===== src/design/keyword_intent_classifier_macros.svh =====
// Assertion helpers shared by the classifier modules.
`ifndef KEYWORD_INTENT_CLASSIFIER_MACROS_SVH
`define KEYWORD_INTENT_CLASSIFIER_MACROS_SVH

// Same-cycle implication, disabled during reset.
`define KIC_ASSERT_NOW(label, pre, post, msg) \
    label: assert property (@(posedge clk) disable iff (!rst_n) (pre) |-> (post)) \
        else $error(msg);

// Next-cycle implication, disabled during reset.
`define KIC_ASSERT_NEXT(label, pre, post, msg) \
    label: assert property (@(posedge clk) disable iff (!rst_n) (pre) |=> (post)) \
        else $error(msg);

`endif


===== src/design/kic_pkg.sv =====
package kic_pkg;

    localparam int BYTE_W    = 8;
    localparam int WIN_DEPTH = 7;
    localparam int WIN_W     = BYTE_W * (WIN_DEPTH + 1);
    localparam int NUM_KW    = 9;

    typedef enum logic [3:0] {
        CLS_EDIT     = 4'd0,
        CLS_CREATE   = 4'd1,
        CLS_DELETE   = 4'd2,
        CLS_BUILD    = 4'd3,
        CLS_TERMINAL = 4'd4,
        CLS_SEARCH   = 4'd5,
        CLS_REFACTOR = 4'd6,
        CLS_DEBUG    = 4'd7,
        CLS_AGENT    = 4'd8,
        CLS_CHAT     = 4'd9
    } intent_class_t;

    typedef logic [NUM_KW-1:0] kw_vec_t;

    typedef struct packed {
        logic              valid;
        logic              last;
        logic [BYTE_W-1:0] folded;
    } kic_stage_t;

    // Newest byte sits in the low byte of the window.
    localparam logic [WIN_W-1:0] KW_TEXT [NUM_KW] = '{
        64'h0000_0000_6564_6974,  // edit
        64'h0000_6372_6561_7465,  // create
        64'h0000_6465_6c65_7465,  // delete
        64'h0000_0062_7569_6c64,  // build
        64'h7465_726d_696e_616c,  // terminal
        64'h0000_7365_6172_6368,  // search
        64'h7265_6661_6374_6f72,  // refactor
        64'h0000_0064_6562_7567,  // debug
        64'h0000_0061_6765_6e74   // agent
    };

    localparam logic [WIN_W-1:0] KW_MASK [NUM_KW] = '{
        64'h0000_0000_ffff_ffff,
        64'h0000_ffff_ffff_ffff,
        64'h0000_ffff_ffff_ffff,
        64'h0000_00ff_ffff_ffff,
        64'hffff_ffff_ffff_ffff,
        64'h0000_ffff_ffff_ffff,
        64'hffff_ffff_ffff_ffff,
        64'h0000_00ff_ffff_ffff,
        64'h0000_00ff_ffff_ffff
    };

    function automatic logic [BYTE_W-1:0] fold_byte(input logic [BYTE_W-1:0] b);
        logic [BYTE_W-1:0] r;
        r = b;
        if (b inside {[8'h41:8'h5a]})
        begin
            r = b + 8'd32;
        end
        return r;
    endfunction

endpackage


===== src/design/kic_if.sv =====
interface kic_byte_if
    import kic_pkg::*;
();
    logic              valid;
    logic              ready;
    logic [BYTE_W-1:0] text_byte;
    logic              end_of_prompt;

    modport source (output valid, output text_byte, output end_of_prompt, input ready);
    modport sink   (input valid, input text_byte, input end_of_prompt, output ready);
endinterface

interface kic_class_if;
    logic       valid;
    logic       ready;
    logic [3:0] intent_class;

    modport source (output valid, output intent_class, input ready);
    modport sink   (input valid, input intent_class, output ready);
endinterface


===== src/design/kic_in_stage.sv =====
module kic_in_stage
    import kic_pkg::*;
(
    input  logic       clk,
    input  logic       rst_n,
    kic_byte_if.sink   prompt_in,
    input  logic       advance,
    output kic_stage_t stage
);

    logic              valid_reg;
    logic              last_reg;
    logic [BYTE_W-1:0] folded_reg;
    logic              take;

    assign prompt_in.ready = !valid_reg || advance;
    assign take            = prompt_in.valid && prompt_in.ready;

    always_ff @(posedge clk or negedge rst_n)
    begin
        if (!rst_n)
        begin
            valid_reg <= 1'b0;
        end
        else if (take)
        begin
            valid_reg <= 1'b1;
        end
        else if (advance)
        begin
            valid_reg <= 1'b0;
        end
    end

    always_ff @(posedge clk)
    begin
        if (take)
        begin
            last_reg   <= prompt_in.end_of_prompt;
            folded_reg <= fold_byte(prompt_in.text_byte);
        end
    end

    assign stage = '{valid: valid_reg, last: last_reg, folded: folded_reg};

endmodule


===== src/design/kic_matcher.sv =====
`include "keyword_intent_classifier_macros.svh"

module kic_matcher
    import kic_pkg::*;
(
    input  logic       clk,
    input  logic       rst_n,
    input  kic_stage_t stage,
    input  logic       advance,
    output kw_vec_t    seen_now
);

    logic [WIN_W-BYTE_W-1:0] window_reg;
    logic [WIN_W-1:0]        full_win;
    kw_vec_t                 seen_reg;
    kw_vec_t                 hits;

    assign full_win = {window_reg, stage.folded};

    always_comb
    begin
        for (int k = 0; k < NUM_KW; k++)
        begin
            hits[k] = ((full_win ^ KW_TEXT[k]) & KW_MASK[k]) == '0;
        end
    end

    assign seen_now = seen_reg | hits;

    always_ff @(posedge clk or negedge rst_n)
    begin
        if (!rst_n)
        begin
            window_reg <= '0;
            seen_reg   <= '0;
        end
        else if (advance)
        begin
            if (stage.last)
            begin
                window_reg <= '0;
                seen_reg   <= '0;
            end
            else
            begin
                window_reg <= full_win[WIN_W-BYTE_W-1:0];
                seen_reg   <= seen_now;
            end
        end
    end

    `KIC_ASSERT_NEXT(a_clear_after_last, advance && stage.last,
                     seen_reg == '0 && window_reg == '0, "state not cleared after last byte")

endmodule


===== src/design/keyword_intent_classifier.sv =====
// A last byte's class is registered as that byte leaves the input register.
// Throughput: one byte per cycle; a waiting result stalls only a next last byte.
// Input register, then nine parallel window compares and a priority pick into
// the result register.
// Reset (rst_n, async, active low) clears the window, keyword flags and valids.
`include "keyword_intent_classifier_macros.svh"

module keyword_intent_classifier
    import kic_pkg::*;
(
    input  logic         clk,
    input  logic         rst_n,
    kic_byte_if.sink     prompt_in,
    kic_class_if.source  class_out
);

    kic_stage_t    stage;
    kw_vec_t       seen_now;
    logic          advance;
    intent_class_t pick;
    logic          out_valid_reg;
    intent_class_t out_class_reg;

    assign advance = stage.valid && (!stage.last || !out_valid_reg || class_out.ready);

    kic_in_stage u_in_stage (
        .clk       (clk),
        .rst_n     (rst_n),
        .prompt_in (prompt_in),
        .advance   (advance),
        .stage     (stage)
    );

    kic_matcher u_matcher (
        .clk      (clk),
        .rst_n    (rst_n),
        .stage    (stage),
        .advance  (advance),
        .seen_now (seen_now)
    );

    always_comb
    begin
        pick = CLS_CHAT;
        for (int k = NUM_KW - 1; k >= 0; k--)
        begin
            if (seen_now[k])
            begin
                pick = intent_class_t'(4'(k));
            end
        end
    end

    always_ff @(posedge clk or negedge rst_n)
    begin
        if (!rst_n)
        begin
            out_valid_reg <= 1'b0;
        end
        else if (advance && stage.last)
        begin
            out_valid_reg <= 1'b1;
        end
        else if (class_out.ready)
        begin
            out_valid_reg <= 1'b0;
        end
    end

    always_ff @(posedge clk)
    begin
        if (advance && stage.last)
        begin
            out_class_reg <= pick;
        end
    end

    assign class_out.valid        = out_valid_reg;
    assign class_out.intent_class = out_class_reg;

    `KIC_ASSERT_NOW(a_class_range, class_out.valid,
                    class_out.intent_class <= CLS_CHAT, "class out of range")
    `KIC_ASSERT_NEXT(a_last_gives_result, advance && stage.last,
                     class_out.valid, "last byte produced no result")
    `KIC_ASSERT_NEXT(a_stalled_last_held, stage.valid && stage.last && !advance,
                     stage.valid && stage.last, "pending last byte dropped")

endmodule


===== src/flat_wrapper.sv =====
// flat-port wrapper written by rule: the top's interface ports become plain ports
module keyword_intent_classifier_flat import kic_pkg::*;
  (clk, rst_n, prompt_in_valid, prompt_in_text_byte, prompt_in_end_of_prompt, prompt_in_ready, class_out_valid, class_out_intent_class, class_out_ready);
  kic_byte_if prompt_in_i ();
  kic_class_if class_out_i ();
  input  logic clk;
  input  logic rst_n;
  input wire logic [$bits(prompt_in_i.valid)-1:0] prompt_in_valid;
  input wire logic [$bits(prompt_in_i.text_byte)-1:0] prompt_in_text_byte;
  input wire logic [$bits(prompt_in_i.end_of_prompt)-1:0] prompt_in_end_of_prompt;
  output wire logic [$bits(prompt_in_i.ready)-1:0] prompt_in_ready;
  output wire logic [$bits(class_out_i.valid)-1:0] class_out_valid;
  output wire logic [$bits(class_out_i.intent_class)-1:0] class_out_intent_class;
  input wire logic [$bits(class_out_i.ready)-1:0] class_out_ready;
  assign prompt_in_i.valid = prompt_in_valid;
  assign prompt_in_i.text_byte = prompt_in_text_byte;
  assign prompt_in_i.end_of_prompt = prompt_in_end_of_prompt;
  assign prompt_in_ready = prompt_in_i.ready;
  assign class_out_valid = class_out_i.valid;
  assign class_out_intent_class = class_out_i.intent_class;
  assign class_out_i.ready = class_out_ready;
  keyword_intent_classifier u_core (.clk(clk), .rst_n(rst_n), .prompt_in(prompt_in_i), .class_out(class_out_i));
endmodule

===== config.mk =====
export PLATFORM = sky130hd
export DESIGN_NAME = keyword_intent_classifier_flat
export DESIGN_NICKNAME = d
export VERILOG_FILES = /design/src/design/kic_pkg.sv /design/src/design/kic_if.sv /design/src/design/kic_in_stage.sv /design/src/design/kic_matcher.sv /design/src/design/keyword_intent_classifier.sv /design/src/flat_wrapper.sv
export VERILOG_INCLUDE_DIRS = /design/src /design/src/design
export SDC_FILE = /design/constraint.sdc
export NUM_CORES = 1
export LEC_CHECK = 0
export ABC_AREA = 0
export BUFFER_PORTS_ARGS = -buffer_cell sky130_fd_sc_hd__buf_2
export CAP_MARGIN = 20
export CORE_MARGIN = 2
export CORE_UTILIZATION = 55
export DETAILED_ROUTE_END_ITERATION = 6
export PLACE_DENSITY = 0.76
export SYNTH_ARGS = -nofsm -noshare
export SYNTH_HDL_FRONTEND = slang
export SYNTH_SLANG_ARGS = --single-unit

===== constraint.sdc =====
create_clock -name clk -period 2.65 [get_ports clk]
set_clock_uncertainty 0.2 [all_clocks]
set_input_delay 0.3975 -clock clk [delete_from_list [all_inputs] [get_ports clk]]
set_output_delay 0.3975 -clock clk [all_outputs]
set_load 0.05 [all_outputs]

=== Word level (Yosys, flattened, before mapping) ===
Cells that the tools add are included.

* Word-level logic and storage cells: 62
* Bits in registers: 80
* Bits of input ports: 13
* Memories kept: 0
* Memory bits (writable): 0
* Output and inout port bits: 6
* ROM bits: 0
* Latch bits: 0

* Eq/ne operators: 0
* Reduce and logical (&&, ||, !) cells: 24
* Add/subtract/negate cells: 1
* Shifts and indexed selects: 0
* Divide/modulo/power cells: 0
* Muxes and demuxes: 15
* Bitwise logic cells: 10
* Magnitude comparators: 2
* Multipliers: 0

{| class="wikitable"
|+ Operator list
! operator !! number
|-
| 64-bit logical NOT || 9
|-
| 23-bit NOT || 3
|-
| 33-bit NOT || 2
|-
| 56-bit 2-to-1 mux || 1
|-
| 21-bit NOT || 1
|-
| 20-bit NOT || 1
|-
| 19-bit NOT || 1
|-
| 15-bit NOT || 1
|-
| 3-bit 2-to-1 mux || 4
|-
| 9-bit 2-to-1 mux || 1
|-
| 9-bit OR || 1
|-
| 8-bit by 6-bit adder with 8-bit output, second input constant || 1
|-
| 8-bit by 7-bit >= comparator with 1-bit output, second input constant || 1
|-
| 8-bit by 7-bit less-or-equal comparator with 1-bit output, second input constant || 1
|-
| 8-bit 2-to-1 mux || 1
|-
| 8-bit OR reduction || 1
|-
| 1-bit 2-to-1 mux || 6
|-
| 1-bit logical AND || 4
|-
| 2-bit 2-to-1 mux || 2
|-
| 2-bit nonzero test || 2
|-
| 4-bit OR reduction || 1
|-
| 1-bit logical NOT || 3
|-
| 1-bit logical OR || 3
|-
| 2-bit OR reduction || 1
|}

=== Logic depth before layout (Yosys ltp) ===
Gate-level depths: netlist of the first run.

* Depth in word-level cells: 11
* Depth in mapped cells: 6
* Gate-level depth less buffers: 6

=== Modules after synthesis ===
A second synthesis of the first run with hierarchy kept.

* Cells, all modules: 419
* Area, all modules: 4130.2 sq um

{| class="wikitable"
|+ By module, submodules not included
! module !! times used !! area each (sq um) !! sequential area each (sq um) !! cells each
|-
| kic_matcher || 1 || 3457.1 || 1626.6 || 367
|-
| kic_in_stage || 1 || 411.6 || 295.3 || 26
|-
| keyword_intent_classifier || 1 || 261.5 || 145.1 || 26
|}

=== Least setup slack after synthesis of the first run ===
No wires, ideal clock.

* Kind: flip-flop to flip-flop
* Start point: register u_core.u_in_stage.folded_reg[0]
* End point: register u_core.out_class_reg[1], in the netlist u_core.class_out.intent_class[1] (data pin)
* Buffers on the path: 0
* Arrival time: 2.154 ns
* Period minus slack after synthesis: 2.614 ns
* Stages on the path, launching flop included: 7
* Data required time: 2.189 ns
* Setup slack: 0.036 ns
* Setup time: 0.261 ns
* Cell sequence: edfxtp_1 -> or3_1 -> or4_4 -> nor4_4 -> a41o_1 -> a211oi_1 -> o311a_1

* Cells in the longest elaborated chain, start to end: 9
* Elaborated cells on any way between the ends: 19
* Those cells by class: 6 x mux; 4 x bitwise; 9 x reduce/logical

{| class="wikitable"
|+ Ends and longest elaborated chain
! what !! line !! source
|-
| start, declared || kic_in_stage.sv:13 || <nowiki>logic [BYTE_W-1:0] folded_reg;</nowiki>
|-
| start signal, assigned || kic_in_stage.sv:40 || <nowiki>folded_reg <= fold_byte(prompt_in.text_byte);</nowiki>
|-
| 20-bit NOT (no line) || - ||
|-
| 64-bit logical NOT || kic_matcher.sv:24 || <nowiki>hits[k] = ((full_win ^ KW_TEXT[k]) & KW_MASK[k]) == '0;</nowiki>
|-
| 9-bit OR * || kic_matcher.sv:28 || <nowiki>assign seen_now = seen_reg | hits;</nowiki>
|-
| 3-bit 2-to-1 mux (4 in series) || keyword_intent_classifier.sv:47 || <nowiki>if (seen_now[k])</nowiki>
|-
| 2-bit 2-to-1 mux (2 in series) || keyword_intent_classifier.sv:47 ||
|-
| end signal, assigned || keyword_intent_classifier.sv:74 || <nowiki>out_class_reg <= pick;</nowiki>
|-
| end, declared || keyword_intent_classifier.sv:22 || <nowiki>intent_class_t out_class_reg;</nowiki>
|}

Mark *: on every way between the ends. The rest lies on a longest branch, timed or not.
A chain may end at the register's enable or synchronous reset.

=== Worst setup path in the final report of the first run ===
* Start point: register u_core.u_matcher.window_reg[43]
* End point: register u_core.out_class_reg[0], in the netlist u_core.class_out.intent_class[0] (data pin)

* Cells in the longest elaborated chain, start to end: 8
* Elaborated cells on any way between the ends: 9
* Those cells by class: 6 x mux; 1 x bitwise; 2 x reduce/logical

{| class="wikitable"
|+ Ends and longest elaborated chain
! what !! line !! source
|-
| start, declared || kic_matcher.sv:13 || <nowiki>logic [WIN_W-BYTE_W-1:0] window_reg;</nowiki>
|-
| start signal, assigned || kic_matcher.sv:46 || <nowiki>window_reg <= full_win[WIN_W-BYTE_W-1:0];</nowiki>
|-
| 64-bit logical NOT || kic_matcher.sv:24 ||
|-
| 9-bit OR * || kic_matcher.sv:28 ||
|-
| 3-bit 2-to-1 mux (2 in series) || keyword_intent_classifier.sv:47 ||
|-
| 3-bit 2-to-1 mux * || keyword_intent_classifier.sv:47 ||
|-
| 2-bit 2-to-1 mux * (2 in series) || keyword_intent_classifier.sv:47 ||
|-
| 1-bit 2-to-1 mux * || keyword_intent_classifier.sv:47 ||
|}

Marks and branches as above.

==> impl_results.md, run 1 <==
* Final clock period utilization by the worst path at 100%
* Number of diodes at 0
* Sw Share at 25.7%
* DRT Pass-1 Iters at 4
* Gate power share at 10.0%
* Final HPWL DP at 6.06 mm
* Internal power at roughly 1.8 mW
* EDFF count, synth at 13
* Critical register-to-register path endpoint: u_core.class_out.intent_class[0]
* Drt wl/cell at 20.6 um
* Max cap viols at 0
* FF-to-FF path depth at 6
* Crit path arrival time at roughly 2600 ps
* Clk pwr share at between 30% and 40%
* Critical path class: flip-flop to flip-flop
* Clock Tree Root: clkbuf_8
* DRT Wirelength at 8.57 mm
* Largest net degree at the start of global routing at 37
* Clk Latency, worst-skew pair at ~360 ps
* Die Y at 85.6 um
* Avg Cell Area, Syn at approximately 13 sq um
* Fmax at 0.376 GHz
* Initial antenna violation count at 0
* Mux cell area share after synthesis at 0%
* Final setup vio count at 1
* Fin. Hold Viols at 0
* Slew Viols, Final at 0
* Status: finished, violations left
* Initial DRC Count at 256
* Relative slew margins at a little under half
* Vias in the first global route at roughly 2700
* CTS buffer count at 9
* CTS tree: yes
* Vias per inst at 6.55
* CTS sink cnt at 80
* R2r startpoint: u_core.u_matcher.window_reg[43]
* Synth cell count leaders: 67 x dfrtp_1, 54 x a22o_1, 17 x nor2_1
* Most numerous cell in the Yosys netlist: dfrtp_1
* GPL Wtd Cong at approximately 0.92
* Yosys warns at 0
* Violated checks: negative setup slack
* Max reg flops at 56
* Die area at roughly 7300 sq um
* Compound-Gate Fraction of Synth Area at between 10% and 20%
* Post-route setup TNS at -12.5 ps
* Number of port buffers at 18
* Combinational family with the most area after synthesis: simple AND/OR/NAND/NOR gates
* Area growth, synth to finish at 16.2%
* DRC viols at 0
* Final min period at 2660 ps
* Sw Pwr at 0.637 mW
* CP Data Required Time at approximately 2600 ps
* RSZ-0062 raised after global routing: yes
* Leak at ~1.9 nW
* WHS Endpoint: u_core.u_in_stage.valid_reg
* Setup WS post-layout at -12.5 ps
* Post-Syn Nets at 305
* Placed cells at 396
* # nets final at about 350
* Top FF cell, synth: dfrtp_1
* IO Pins at 19
* Min-Delay Path Depth at 2
* First-pass GRT wire length at about 14 mm
* Register bit total from synthesis at 80
* Clk buf depth at 2
* P per Cell Area at 584 nW/um^2
* Reg-to-reg slack, setup at -10 ps
* Crit start category: flip-flop
* Vias post-DR at about 2700
* Post-Synthesis Cells at 291
* Yosys top cell area share at 45.8%
* Post-synthesis adder-cell area fraction at less than 1%
* DP Worst Slack at -37.0 ps
* Row count at 29
* Worst Setup SP: u_core.u_matcher.window_reg[43]
* HP Start: prompt_in_valid
* Depth of the CTS H-tree at 3
* GRT Total Usage at between 20% and 30%
* Slew @ Worst Pin at around 800 ps
* Number of fillers in the final layout at about 490
* Post-route insts no fill at roughly 420
* Total grt overflow at 0
* Clock transition at the registers of the reported paths at about 80 ps
* Post-synth cell types at between 50 and 60
* Final ANT Viol Nets at 0
* Crit-path max FO at 3
* Crit. End Element: flip-flop
* Synth area leaders: dfrtp_1 46%, a22o_1 13%, edfxtp_1 11%
* Core area at between 6000 and 7000 sq um
* Synth Area in Simple Gates at about 22%
* Layout cells sized above 1 at approximately 23%
* Sequential Power Share at a little under three fifths
* Post-synthesis xor/xnor area fraction at 0%
* Starting Density at between 50% and 60%
* Post-Syn Area at approximately 3700 sq um
* Min-delay worst type: primary input to flip-flop
* Biggest area consumer among synthesized cells: dfrtp_1
* Async set-reset flop share out of synthesis at a little over four fifths
* Die Span X at approximately 86 um
* Peak VDD IR at approximately 410 uV
* Sequential share of the synthesized area at about 56%
==> cell type report <==
class                   count  area, sq um  area share [%]
inverters                   5         18.8           0.441
clock buffers              15          178            4.18
well taps                  77         96.3            2.26
multi-input cells         193         1560            36.8
clock inverters             1         8.76           0.206
flip-flops and latches     80         2070            48.6
repair buffers             45          323            7.59
==> power groups by stage <==
| stage | logic, mW | registers, mW | clock network [mW] |
|---|---|---|---|
| 6_report | 0.249 | 1.38 | 0.854 |
| 5_1_grt | 0.275 | 1.39 | 0.915 |
| 4_1_cts | 0.246 | 1.38 | 0.870 |
| 3_5_place_dp | 0.242 | 1.40 | 0 |
| 3_3_place_gp | 0.236 | 1.40 | 0 |
| 2_1_floorplan | 0.133 | 1.39 | 0 |
==> cells by family after synthesis <==
kind of cell | after synthesis
and+or+nand+nor | 109
AOI/OAI and AO/OA | 83
DFF | 80
buffers and inverters | 18
adders and majority gates | 1
==> how the worst max path moves through the flow <==
stage / to / slack [ps] / depth (start not counted)
finish: u_core.class_out.intent_class[0] / -10 / 6
CTS: u_core.class_out.intent_class[0] / 3 / 6
global placement: u_core.class_out.intent_class[0] / -20 / 7
detailed placement: u_core.class_out.intent_class[0] / -40 / 7
global route: u_core.class_out.intent_class[0] / -30 / 6
floorplan: u_core.class_out.intent_class[1] / 40 / 6
==> layout by cell type (no fill, tap or decap), types with 7 or more instances in the layout <==
master,count
a22o_1,54
buf_2,18
buf_4,23
clkbuf_8,10
dfrtp_1,67
edfxtp_1,13
nand2_1,7
nand3b_1,8
nand4b_1,7
nor2_1,17
nor2b_1,7
nor4bb_1,7
o21ai_0,7
==> worst max-delay path: stages (launching register included) <==
cell and delay, ps:
dfrtp_1 420, nor4bb_1 350, nand4_1 250, nor4_1 590, a41oi_1 320, nor2_1 220
nor4b_2 70
==> metrics by stage <==
stage | hold WS (ps) | total power [mW] | utilization (%) | cell area, sq um
after global placement | 287 | 1.64 | 62.8 | 4010
final | 25.2 | 2.48 | 66.6 | 4260
after detailed placement | 295 | 1.64 | 62.8 | 4010
after CTS | 18.2 | 2.49 | 66.1 | 4220
after floorplan | -98.1 | 1.53 | - | 3660
after global routing | 33.3 | 2.58 | 66.6 | 4260
==> per-layer routing <==
metal | up-vias | global-route usage [%] | routed length, um
met1 | 1370 | 35.6 | 3770
met4 | 0 | 12.6 | 195
met5 | - | 0 | 0
met2 | 92 | 38.3 | 4090
met3 | 18 | 4.81 | 505
li1 | 1245 | - | -
==> timing repair <==
item	CTS	global route
setup buffers	0	2
endpoints found under the setup margin	1	4
hold buffers	2	0
pin swaps	3	7
resized for setup	1	4
endpoints found under the hold margin	36	0
(Power assumes the default switching activity.)
==> inputs of run 2 (changes only) <==
--- a/config.mk
+++ b/config.mk
@@ -12,7 +12,8 @@
 export CORE_MARGIN = 2
 export CORE_UTILIZATION = 55
 export DETAILED_ROUTE_END_ITERATION = 6
-export PLACE_DENSITY = 0.76
+export PLACE_DENSITY = 0.75
+export SLEW_MARGIN = 40
 export SYNTH_ARGS = -nofsm -noshare
 export SYNTH_HDL_FRONTEND = slang
 export SYNTH_SLANG_ARGS = --single-unit
==> impl_results.md, run 2 (synthesized netlist as in run 1, its figures left out) <==
* Status: finished clean
* Relative slew margins at 54.3% (+7.6 points)
* Clock transition at the registers of the reported paths at 80 ps (about the same)
* FF-to-FF path depth at 6 (unchanged)
* Leak at 1.92 nW (+0.79%)
* Depth of the CTS H-tree at 3 (unchanged)
* Die Span X at 85.6 um (unchanged)
* Fmax at 0.377 GHz (+0.48%)
* Final HPWL DP at 5.85 mm (-3.5%)
* Critical register-to-register path endpoint: u_core.class_out.intent_class[0]
* CTS tree: yes
* Most frequent cells in the layout: 67 x dfrtp_1, 54 x a22o_1, 25 x buf_4
* Grt met2 use at 36.3% (-2.0 points)
* Final clock period utilization by the worst path at 100% (-0.48 points)
* Max cap viols at 0 (unchanged)
* Starting Density at 57.4% (unchanged)
* Crit-path max FO at 3 (unchanged)
* CTS buffer count at 9 (unchanged)
* Die Y at 85.6 um (unchanged)
* Fin. Hold Viols at 0 (unchanged)
* Total power at 2.57 mW (+3.4%)
* CP Data Required Time at 2630 ps (+70 ps)
* GPL Wtd Cong at 0.931 (+1.6%)
* Core area at 6390 sq um (unchanged)
* Max incr delay on CP at 520 ps (-70 ps)
* Slew Viols, Final at 0 (unchanged)
* P per Cell Area at 599 nW/um^2 (+2.7%)
* Initial antenna violation count at 0 (unchanged)
* Slew @ Worst Pin at 685 ps (-114 ps)
* R2r startpoint: u_core.u_matcher.window_reg[20]
* DRC viols at 0 (unchanged)
* Max reg flops at 56 (unchanged)
* Worst Setup SP: u_core.u_matcher.window_reg[20]
* Number of diodes at 0 (unchanged)
* Busiest grt layer: met2
* Vias post-DR at 2723 (-0.073%)
* IO Pins at 19 (unchanged)
* Largest net degree at the start of global routing at 58 (+57%)
* Total grt overflow at 0 (unchanged)
* Initial DRC Count at 253 (-1.2%)
* Final setup vio count at 0 (-1)
* DRT Wirelength at 8.43 mm (-1.7%)
* Clk buf depth at 2 (unchanged)
* Number of port buffers at 18 (unchanged)
* First-pass GRT wire length at 13.8 mm (-1.3%)
* Post-route insts no fill at 417 (+0.24%)
* Min-delay worst type: primary input to flip-flop
* CP Capture Point: u_core.class_out.intent_class[0]
* GR Layer Usage met1 at 35.9% (+0.36 points)
* Final ANT Viol Nets at 0 (unchanged)
* GR Util met3 at 4.23% (-0.58 points)
* Clk Latency, worst-skew pair at 350 ps (about the same)
* Critical path class: flip-flop to flip-flop
* Post-route setup TNS at 0 ps (+12.5 ps)
* Row count at 29 (unchanged)
* Vias in the first global route at 2666 (-0.93%)
* Layout cells sized above 1 at 23.8% (+1.1 points)
* Drt wl/cell at 20.2 um (-1.9%)
* Area growth, synth to finish at 17.0%
* Crit start category: flip-flop
* Crit. End Element: flip-flop
* Crit path cell chain: or4bb_1, or4_4, o41ai_4, a311o_2, a211oi_2, nor4b_2
* Clock Tree Root: clkbuf_8
* GRT Total Usage at 24.5% (-0.95 points)
* Peak VDD IR at 442 uV (+8.0%)
* DRT Pass-1 Iters at 4 (unchanged)
* Vias per inst at 6.53 (-0.31%)
* # nets final at 349 (+0.29%)
* Reg-to-reg slack, setup at 0.2 ps (about the same)
* CP max stage cell: or4bb_1
* Die area at 7330 sq um (unchanged)
* Most common cell after layout, fill and taps aside: dfrtp_1
* Placed cells at 397 (+0.25%)
* RSZ-0062 raised after global routing: yes
* Final min period at 2650 ps (-12.6 ps)
* Crit path arrival time at 2630 ps (+50 ps)
* CTS sink cnt at 80 (unchanged)
## run 2: metal layers
layer	vias to the layer above	wire, um
li1	1248	-
met1	1385	3970
met2	79	3880
met3	11	438
met4	0	139
met5	-	0
## run 2: worst min-delay path by stage
stage                                       start                         endpoint  slack (ps)  depth (start not counted)
after global placement                      rst_n  u_core.u_matcher.window_reg[55]         260                          1
after CTS                 prompt_in_end_of_prompt       u_core.u_in_stage.last_reg           7                          1
after global routing      prompt_in_end_of_prompt       u_core.u_in_stage.last_reg          20                          1
after detailed placement                    rst_n  u_core.u_matcher.window_reg[55]         270                          1
final                     prompt_in_end_of_prompt       u_core.u_in_stage.last_reg          20                          1
after floorplan                             rst_n           u_core.class_out.valid        -100                          0
## run 2: critical path: cells and delay by family (launching register included)
kind | cells | cell delay (ps)
simple gates | 3 | 1300
flops | 1 | 400
compound gates | 3 | 580
## run 2: timing repair
action | in CTS | in global routing
setup endpoints to repair | 2 | 4
setup buffers | 0 | 3
hold buffers | 1 | 0
pin swaps | 2 | 9
gates resized for setup | 1 | 4
endpoints found under the hold margin | 28 | 0
## run 2: through the flow
step | area (sq um) | setup slack [ps] | util [%] | hold slack (ps)
CTS | 4240 | 32.1 | 66.4 | 6.67
global placement | 4020 | -33.1 | 62.9 | 262
floorplan | 3660 | 35.6 | - | -98.1
finish | 4290 | 0.185 | 67.1 | 17.6
global route | 4290 | -51.5 | 67.1 | 16.1
detailed placement | 4020 | -12.1 | 62.9 | 268
## run 2: power breakdown
| group | switching (mW) | internal [mW] | total, mW |
|---|---|---|---|
| registers | 0.0640 | 1.31 | 1.37 |
| logic | 0.147 | 0.109 | 0.256 |
| clock network | 0.423 | 0.514 | 0.937 |
| total | 0.634 | 1.93 | 2.57 |
## run 2: area by class of cell
class,count,area [sq um]
fillers,475,2100
flip-flops and latches,80,2070
multi-input cells,193,1570
repair buffers,46,328
clock buffers,14,173
well taps,77,96.3
clock inverters,2,37.5
inverters,5,18.8
==> inputs of run 3 (changes only) <==
--- a/config.mk
+++ b/config.mk
@@ -9,10 +9,12 @@
 export ABC_AREA = 0
 export BUFFER_PORTS_ARGS = -buffer_cell sky130_fd_sc_hd__buf_2
 export CAP_MARGIN = 20
+export CELL_PAD_IN_SITES_DETAIL_PLACEMENT = 0
+export CELL_PAD_IN_SITES_GLOBAL_PLACEMENT = 1
 export CORE_MARGIN = 2
-export CORE_UTILIZATION = 55
+export CORE_UTILIZATION = 45
 export DETAILED_ROUTE_END_ITERATION = 6
-export PLACE_DENSITY = 0.75
+export PLACE_DENSITY = 0.74
 export SLEW_MARGIN = 40
 export SYNTH_ARGS = -nofsm -noshare
 export SYNTH_HDL_FRONTEND = slang
==> impl_results.md, run 3 (synthesized netlist as in run 1, its figures left out) <==
* Status: finished clean
* Die area at 8880 sq um (+21%)
* Final min period at 2640 ps (-6.19 ps)
* Final HPWL DP at 6.35 mm (+8.5%)
* Post-route cell area at 4310 sq um (+0.50%)
* Max reg flops at 56 (unchanged)
* RSZ-0062 raised after global routing: yes
* Total grt overflow at 0 (unchanged)
* DRT Pass-1 Iters at 5 (+1)
* CTS tree: yes
* Leak at 1.91 nW (-0.28%)
* Depth of the CTS H-tree at 3 (unchanged)
* DRC viols at 0 (unchanged)
* Row count at 32 (+10%)
* GRT Total Usage at 21.7% (-2.8 points)
* CTS sink cnt at 80 (unchanged)
* Fmax at 0.378 GHz (+0.23%)
* Crit path cell chain: or3_4, or4_4, buf_4, o41ai_4, a311o_2, a211oi_2, nor4b_2
* Number of fillers in the final layout at 688 (+45%)
* Initial DRC Count at 194 (-23%)
* Min-delay worst type: primary input to flip-flop
* Initial antenna violation count at 0 (unchanged)
* Top Family by Delay on Critical Path: simple AND/OR/NAND/NOR gates
* Worst path buffer plus inverter count at 1 (+1)
* CP Data Required Time at 2630 ps (about the same)
* Max cap viols at 0 (unchanged)
* Slew @ Worst Pin at 626 ps (-59.5 ps)
* Die Span X at 94.2 um (+10%)
* Starting Density at 46.9% (-10 points)
* Final clock period utilization by the worst path at 99.8% (-0.23 points)
* Clock Tree Root: clkbuf_8
* # nets final at 351 (+0.57%)
* Vias in the first global route at 2674 (+0.30%)
* Fin. Hold Viols at 0 (unchanged)
* CTS buffer count at 9 (unchanged)
* Drt wl/cell at 19.6 um (-2.8%)
* Largest net degree at the start of global routing at 57 (-1.7%)
* Post-layout util at 55.2% (-12 points)
* Final ANT Viol Nets at 0 (unchanged)
* Core area at 7810 sq um (+22%)
* Most frequent cells in the layout: 67 x dfrtp_1, 54 x a22o_1, 27 x buf_4
* Peak VDD IR at 280 uV (-37%)
* Area growth, synth to finish at 17.6%
* Die Y at 94.2 um (+10%)
* Slew Viols, Final at 0 (unchanged)
* CP max stage cell: or4_4
* Crit start category: flip-flop
* Clk Latency, worst-skew pair at 350 ps (about the same)
* Placed cell areas at 4070 sq um (+1.3%)
* Most common cell after layout, fill and taps aside: dfrtp_1
* DRT Wirelength at 8.72 mm (+3.4%)
* Crit-path max FO at 3 (unchanged)
* First-pass GRT wire length at 14.5 mm (+4.6%)
* Number of diodes at 0 (unchanged)
* GPL Wtd Cong at 0.862 (-7.4%)
* Max incr delay on CP at 510 ps (about the same)
* Vias post-DR at 2703 (-0.73%)
* Critical path class: flip-flop to flip-flop
* P per Cell Area at 572 nW/um^2 (-4.6%)
* Relative slew margins at 58.3% (+4.0 points)
* Crit path arrival time at 2630 ps (about the same)
* Layout cells sized above 1 at 24.6% (+0.74 points)
* Clock transition at the registers of the reported paths at 80 ps (about the same)
* Clk buf depth at 2 (unchanged)
* Area of the multi-input gates at 1570 sq um (about the same)
* Final setup vio count at 0 (unchanged)
* Crit. End Element: flip-flop
* Vias per inst at 6.09 (-6.8%)
* Number of port buffers at 18 (unchanged)
* Area occupied by registers at 2070 sq um (unchanged)
* IO Pins at 19 (unchanged)
## run 3: final timing paths
path,from,endpoint,slack [ps],depth (start not counted)
max in group asynchronous,rst_n,u_core.u_matcher.window_reg[0],1220,3
setup reg to reg,u_core.u_in_stage.folded_reg[0],u_core.class_out.intent_class[0],6,7
hold / removal,prompt_in_end_of_prompt,u_core.u_in_stage.last_reg,30,1
setup / recovery,u_core.u_in_stage.folded_reg[0],u_core.class_out.intent_class[0],6,7
min in group asynchronous,rst_n,u_core.u_matcher.window_reg[55],390,2
hold reg to reg,u_core.u_matcher.window_reg[7],u_core.u_matcher.window_reg[15],310,1
## run 3: repair_timing
action | 4_1_cts | 5_1_grt
setup buffers | 1 | 1
endpoints found under the setup margin | 2 | 4
hold buffers | 1 | 0
pin swaps | 4 | 4
resized for setup | 3 | 3
endpoints found under the hold margin | 26 | 0
## run 3: final cells by class
type                            count  area share (%)
Timing Repair Buffer               48            7.96
Multi-Input combinational cell    193            36.4
Clock buffer                       12            3.63
Inverter                            5           0.436
Sequential cell                    80            48.0
Clock inverter                      4           0.639
Tap cell                          102            2.96
## run 3: stage by stage
step | instances | hold WS [ps] | total power, mW | worst slack [ps] | TNS, ps
CTS | 443 | 24.6 | 2.48 | -15.5 | -15.5
global placement | 425 | 247 | 1.64 | -15.3 | -15.3
finish | 444 | 31.4 | 2.46 | 6.37 | 0
detailed placement | 425 | 260 | 1.65 | -15.4 | -19.4
global route | 444 | 10.5 | 2.59 | -46.8 | -107
floorplan | 291 | -98.1 | 1.53 | 35.6 | 0
## run 3: metal layers
layer / track usage (%) / wire length, um / vias to the layer above
met5: 0 / 0 / -
met4: 4.35 / 59 / 0
met3: 5.54 / 322 / 6
met2: 32.7 / 4070 / 56
met1: 31.8 / 4260 / 1387
li1: - / - / 1254
## run 3: where the power goes
part	internal, mW	leakage (nW)	switching [mW]
logic	0.106	0.781	0.143
registers	1.31	1.03	0.0692
clock network	0.398	0.0955	0.435
